==> config.mk <==
export PLATFORM = sky130hd
export DESIGN_NAME = mcw_balance_mem
export DESIGN_NICKNAME = d
export VERILOG_FILES = /design/src/hdl/minimum_covering_window_defines.svh /design/src/hdl/mcw_pkg.sv /design/src/hdl/mcw_balance_mem.sv
export SDC_FILE = /design/constraint.sdc
export NUM_CORES = 2
export LEC_CHECK = 0
export BUFFER_PORTS_ARGS = -buffer_cell sky130_fd_sc_hd__buf_2
export CAP_MARGIN = 5
export CORE_MARGIN = 8
export CORE_UTILIZATION = 45
export DETAILED_ROUTE_END_ITERATION = 10
export PLACE_DENSITY_LB_ADDON = 0.05
export SLEW_MARGIN = 20
export SYNTH_ARGS = -nofsm -noshare
export SYNTH_HDL_FRONTEND = slang
export SYNTH_SLANG_ARGS = --single-unit
==> constraint.sdc <==
create_clock -name clk -period 3.33 [get_ports clk]
set_clock_uncertainty 0.1 [all_clocks]
set_input_delay 0.666 -clock clk [delete_from_list [all_inputs] [get_ports clk]]
set_output_delay 0.666 -clock clk [all_outputs]
set_load 0.1 [all_outputs]
==> src/hdl/minimum_covering_window_defines.svh <==
// Assertion helpers shared by the RTL of the covering window block.
// Both expect signals named clk and rst_n in the scope of use.
`ifndef MINIMUM_COVERING_WINDOW_DEFINES_SVH
`define MINIMUM_COVERING_WINDOW_DEFINES_SVH

// Consequent must hold in the same cycle as the antecedent.
`define MCW_ASSERT_SAME(label, ante, cons, msg) \
    label: assert property (@(posedge clk) disable iff (!rst_n) (ante) |-> (cons)) \
        else $error(msg);

// Consequent must hold in the cycle after the antecedent.
`define MCW_ASSERT_NEXT(label, ante, cons, msg) \
    label: assert property (@(posedge clk) disable iff (!rst_n) (ante) |=> (cons)) \
        else $error(msg);

`endif

==> src/hdl/mcw_pkg.sv <==
package mcw_pkg;

    // Default text capacity in bytes
    localparam int TEXT_MAX_DEF = 4096;

    // Fixed field widths
    localparam int CH_W    = 8;
    localparam int SYMS    = 1 << CH_W;
    localparam int START_W = 12;
    localparam int LEN_W   = 13;

    // Command codes
    localparam logic CMD_PATTERN = 1'b0;
    localparam logic CMD_TEXT    = 1'b1;

endpackage

==> src/hdl/mcw_balance_mem.sv <==
module mcw_balance_mem #(
    parameter int DATA_W = 14
) (
    input  logic                             clk,
    input  logic                             rst_n,
    input  logic                             clear,
    input  logic [mcw_pkg::CH_W-1:0]         rd_addr,
    output logic signed [DATA_W-1:0]         rd_data,
    input  logic                             we,
    input  logic [mcw_pkg::CH_W-1:0]         wr_addr,
    input  logic signed [DATA_W-1:0]         wr_data
);

    logic signed [DATA_W-1:0] mem [mcw_pkg::SYMS];
    logic [mcw_pkg::SYMS-1:0] valid_reg;
    logic signed [DATA_W-1:0] rd_q_reg;
    logic                     rd_vld_reg;
    logic                     bypass;

    assign bypass = we && (wr_addr == rd_addr);

    // Write port and registered read, write-first on the same entry
    always_ff @(posedge clk)
    begin
        if (we)
        begin
            mem[wr_addr] <= wr_data;
        end
        if (bypass)
        begin
            rd_q_reg <= wr_data;
        end
        else
        begin
            rd_q_reg <= mem[rd_addr];
        end
    end

    // Track written entries; clear drops the whole table at once
    always_ff @(posedge clk or negedge rst_n)
    begin
        if (!rst_n)
        begin
            valid_reg  <= '0;
            rd_vld_reg <= 1'b0;
        end
        else
        begin
            rd_vld_reg <= valid_reg[rd_addr] || bypass;
            if (clear)
            begin
                valid_reg <= '0;
            end
            else if (we)
            begin
                valid_reg[wr_addr] <= 1'b1;
            end
        end
    end

    // Unwritten entries read as zero
    assign rd_data = rd_vld_reg ? rd_q_reg : '0;

endmodule

==> impl_metrics.json <==
{
  "grt_setup_unrepaired": "yes",
  "final_util": 0.5460,
  "yosysMostFrequentCell": "edfxtp_1",
  "power.density_mw_per_mm2": 582.9,
  "synth_nets": 7438,
  "rows": 211,
  "worstPathRequired_ns": 2.56,
  "root_buffer": "clkbuf_16",
  "ys_types": 67,
  "drive_above_1_share": 0.3321,
  "largest_reg_flops": 3584,
  "antenna_found_initial": 27,
  "num_vias": 80220,
  "fin_crit_ns": 5.199,
  "wl_um": 466300,
  "hold_violations": 0,
  "avgSynthCellArea_um2": 20.20,
  "cts_buffers": 409,
  "clk_path_buf_depth": 4,
  "synth_area_leader_cell": "edfxtp_1",
  "max_slew_margin": 0.2216,
  "cts_tree": "yes",
  "die_area_mm2": 0.3511,
  "detail-route-antenna-nets": 0,
  "die_w_um": 592.5,
  "grt.total_usage": 0.2618,
  "dp_hpwl_um": 298600,
  "worstSetupPathType": "flip-flop to output port",
  "ys_warn_count": 0,
  "path_clk_slew_ns": 0.06,
  "ys.flop_type": "edfxtp_1",
  "start_kind": "flip-flop",
  "core_mm2": 0.3305,
  "fillCellCount": 25790,
  "drc": 0,
  "tightestPinTransition_ns": 1.168,
  "syn_to_final_growth_pct": 20.67,
  "synthTopCellsByArea": "edfxtp_1 (72%), mux4_2 (12%), dfrtp_1 (4.3%)",
  "max_clock_freq_ghz": 0.1923,
  "p_leak_nw": 60.60,
  "initialDrtViolationCount": 9974,
  "htree_levels": 5,
  "portBuffers": 47,
  "outcome": "complete, but fails checks",
  "critPathArrivalTime_ns": 4.43,
  "cts.sinks": 3849,
  "synth_common_cells": "edfxtp_1 (3584), mux4_2 (821), nor2_1 (774)",
  "grt_pass1_vias": 80680,
  "worst_slack_ns": -1.869,
  "synth_seq_area_share": 0.7637,
  "vdd_drop_max_mv": 0.4683,
  "finalMaxSlewViolations": 0,
  "grt_pass1_wl_um": 644900,
  "clk_latency_ns": 0.98,
  "synth_edf_count": 3584,
  "synth_cells": 7404,
  "hold_class": "primary input to flip-flop",
  "syn_area_mm2": 0.1496,
  "avgRoutedWirePerCell_um": 34.83,
  "violations": "negative setup slack",
  "fin_nets": 8694,
  "dr.pass1.iters": 5,
  "dpl_worst_slack_ns": -1.969,
  "start_util": 0.4525,
  "setup-violations-final": 14,
  "post-route-period-util": 1.561,
  "synth_top_cell_area_share": 0.7196,
  "async_flop_share": 0.06677,
  "grt_max_degree": 111,
  "gp_congestion": 0.8474,
  "end_kind": "output port",
  "gr-total-overflow": 0,
  "cp_max_fo": 6,
  "pin_count": 48,
  "maxCapViolations": 0,
  "via_per_inst": 5.992,
  "die_h_um": 592.5,
  "synth_seq_cells": 3849
}
-- routing by layer --
| layer | routed length, um | vias up | GRT usage |
|---|---|---|---|
| met5 | 11 | - | 0 |
| met4 | 15890 | 2 | 0.07893 |
| met3 | 32110 | 623 | 0.03910 |
| met2 | 222100 | 3171 | 0.4219 |
| met1 | 196200 | 43430 | 0.3730 |
| li1 | - | 33000 | - |
-- kinds of logic (layout without fill, tap and decap cells) --
logic type                Yosys count  count (layout)  share of synthesized area
xor gates and xnor gates            8               8                  0.0004685
buffers and inverters             447            2053                    0.01809
and+or+nand+nor                  1182            1182                    0.03316
DFF                              3849            3849                     0.7637
muxes                            1231            1231                     0.1526
other                               0              13                          0
AOI/OAI and AO/OA                 687             687                    0.03202
-- through the flow --
step	cell area [um2]	hold WS (ns)	power (W)	std cells	setup TNS (ns)
after floorplan	149900	0.2704	0.05682	7404	-0.8785
after global placement	164200	0.3726	0.06021	12500	-21.64
after detailed placement	164200	0.3822	0.06028	12500	-20.08
after CTS	179500	0.01860	0.1058	13330	-25.93
after global routing	180500	0.03472	0.1079	13380	-25.33
final	180500	0.06217	0.1052	13390	-24.35
-- layout by cell type, fill, tap and decap left out, types with 17 or more instances in the layout --
| cell type | synthesis | routed |
|---|---|---|
| buf_8 | 15 | 32 |
| clkinv_1 | 0 | 84 |
| bufinv_16 | 0 | 38 |
| nor2_2 | 0 | 59 |
| o21ba_2 | 30 | 30 |
| o21ai_0 | 66 | 49 |
| clkbuf_1 | 190 | 92 |
| edfxtp_1 | 3584 | 3584 |
| buf_12 | 11 | 214 |
| buf_6 | 51 | 34 |
| buf_4 | 47 | 947 |
| dfrtp_1 | 257 | 257 |
| mux2i_1 | 363 | 353 |
| buf_16 | 0 | 24 |
| nor2_1 | 774 | 714 |
| mux2_2 | 36 | 36 |
| mux4_2 | 821 | 822 |
| o221ai_1 | 120 | 111 |
| nor3_1 | 56 | 30 |
| clkinv_2 | 0 | 73 |
| nand2_1 | 157 | 148 |
| clkbuf_8 | 0 | 21 |
| nand4_1 | 24 | 24 |
| a31oi_1 | 19 | 17 |
| o22ai_1 | 103 | 89 |
| clkbuf_16 | 0 | 422 |
| a22oi_1 | 92 | 78 |
| a21oi_1 | 149 | 135 |
| nand3_1 | 78 | 62 |
-- worst max-delay path: stages (launching register included) --
cell and delay (ns):
dfxtp_4 0.45, buf_12 0.16, buf_12 0.14, buf_12 0.12, mux4_2 0.52, mux2i_4 0.20
o21ai_2 0.10, nor3_4 0.28, buf_4 0.17, nand4b_1 0.39, buf_12 0.17, o21ai_2 0.04
a221o_2 0.48, buf_12 0.21
-- timing repair --
| action | in CTS | in global routing |
|---|---|---|
| setup endpoints to repair | 14 | 14 |
| setup buffers | 60 | 41 |
| pin swaps | 35 | 36 |
| hold endpoints to repair | 152 | 0 |
| gates resized for setup | 208 | 122 |
| hold buffers | 7 | 0 |
| cloned | 11 | 5 |
-- path summary, 6_finish.rpt --
| path | from | to | slack [ns] | depth (start not counted) |
|---|---|---|---|---|
| max | flip-flop | rd_data[2] | -1.87 | 13 |
| min | wr_data[9] | mem[27][9]$_DFFE_PP_ | 0.06 | 1 |
| max reg2reg | valid_reg[123]$_DFFE_PN0P_ | rd_vld_reg$_DFF_PN0_ | 0.85 | 7 |
| min reg2reg | valid_reg[6]$_DFFE_PN0P_ | valid_reg[6]$_DFFE_PN0P_ | 0.39 | 2 |
| max in group asynchronous | rst_n | valid_reg[122]$_DFFE_PN0P_ | 2.01 | 4 |
| min in group asynchronous | rst_n | valid_reg[218]$_DFFE_PN0P_ | 0.16 | 2 |
-- cell type report --
class | instances | area, um2 | area share
well taps | 4366 | 5463 | 0.03027
diodes | 13 | 32.53 | 0.0001803
repair buffers | 1284 | 13380 | 0.07415
flip-flops and latches | 3849 | 114200 | 0.6330
clock buffers | 530 | 11070 | 0.06133
inverters | 8 | 42.54 | 0.0002357
multi-input cells | 3108 | 33940 | 0.1880
clock inverters | 231 | 2313 | 0.01282
-- where the power goes --
part	switching (W)	leakage, nW	internal [W]
logic	0.00411	18.2	0.00263
clock network	0.0190	6.53	0.0264
registers	0.0000423	35.9	0.0530
No activity file was read; power rests on OpenSTA's default activity.
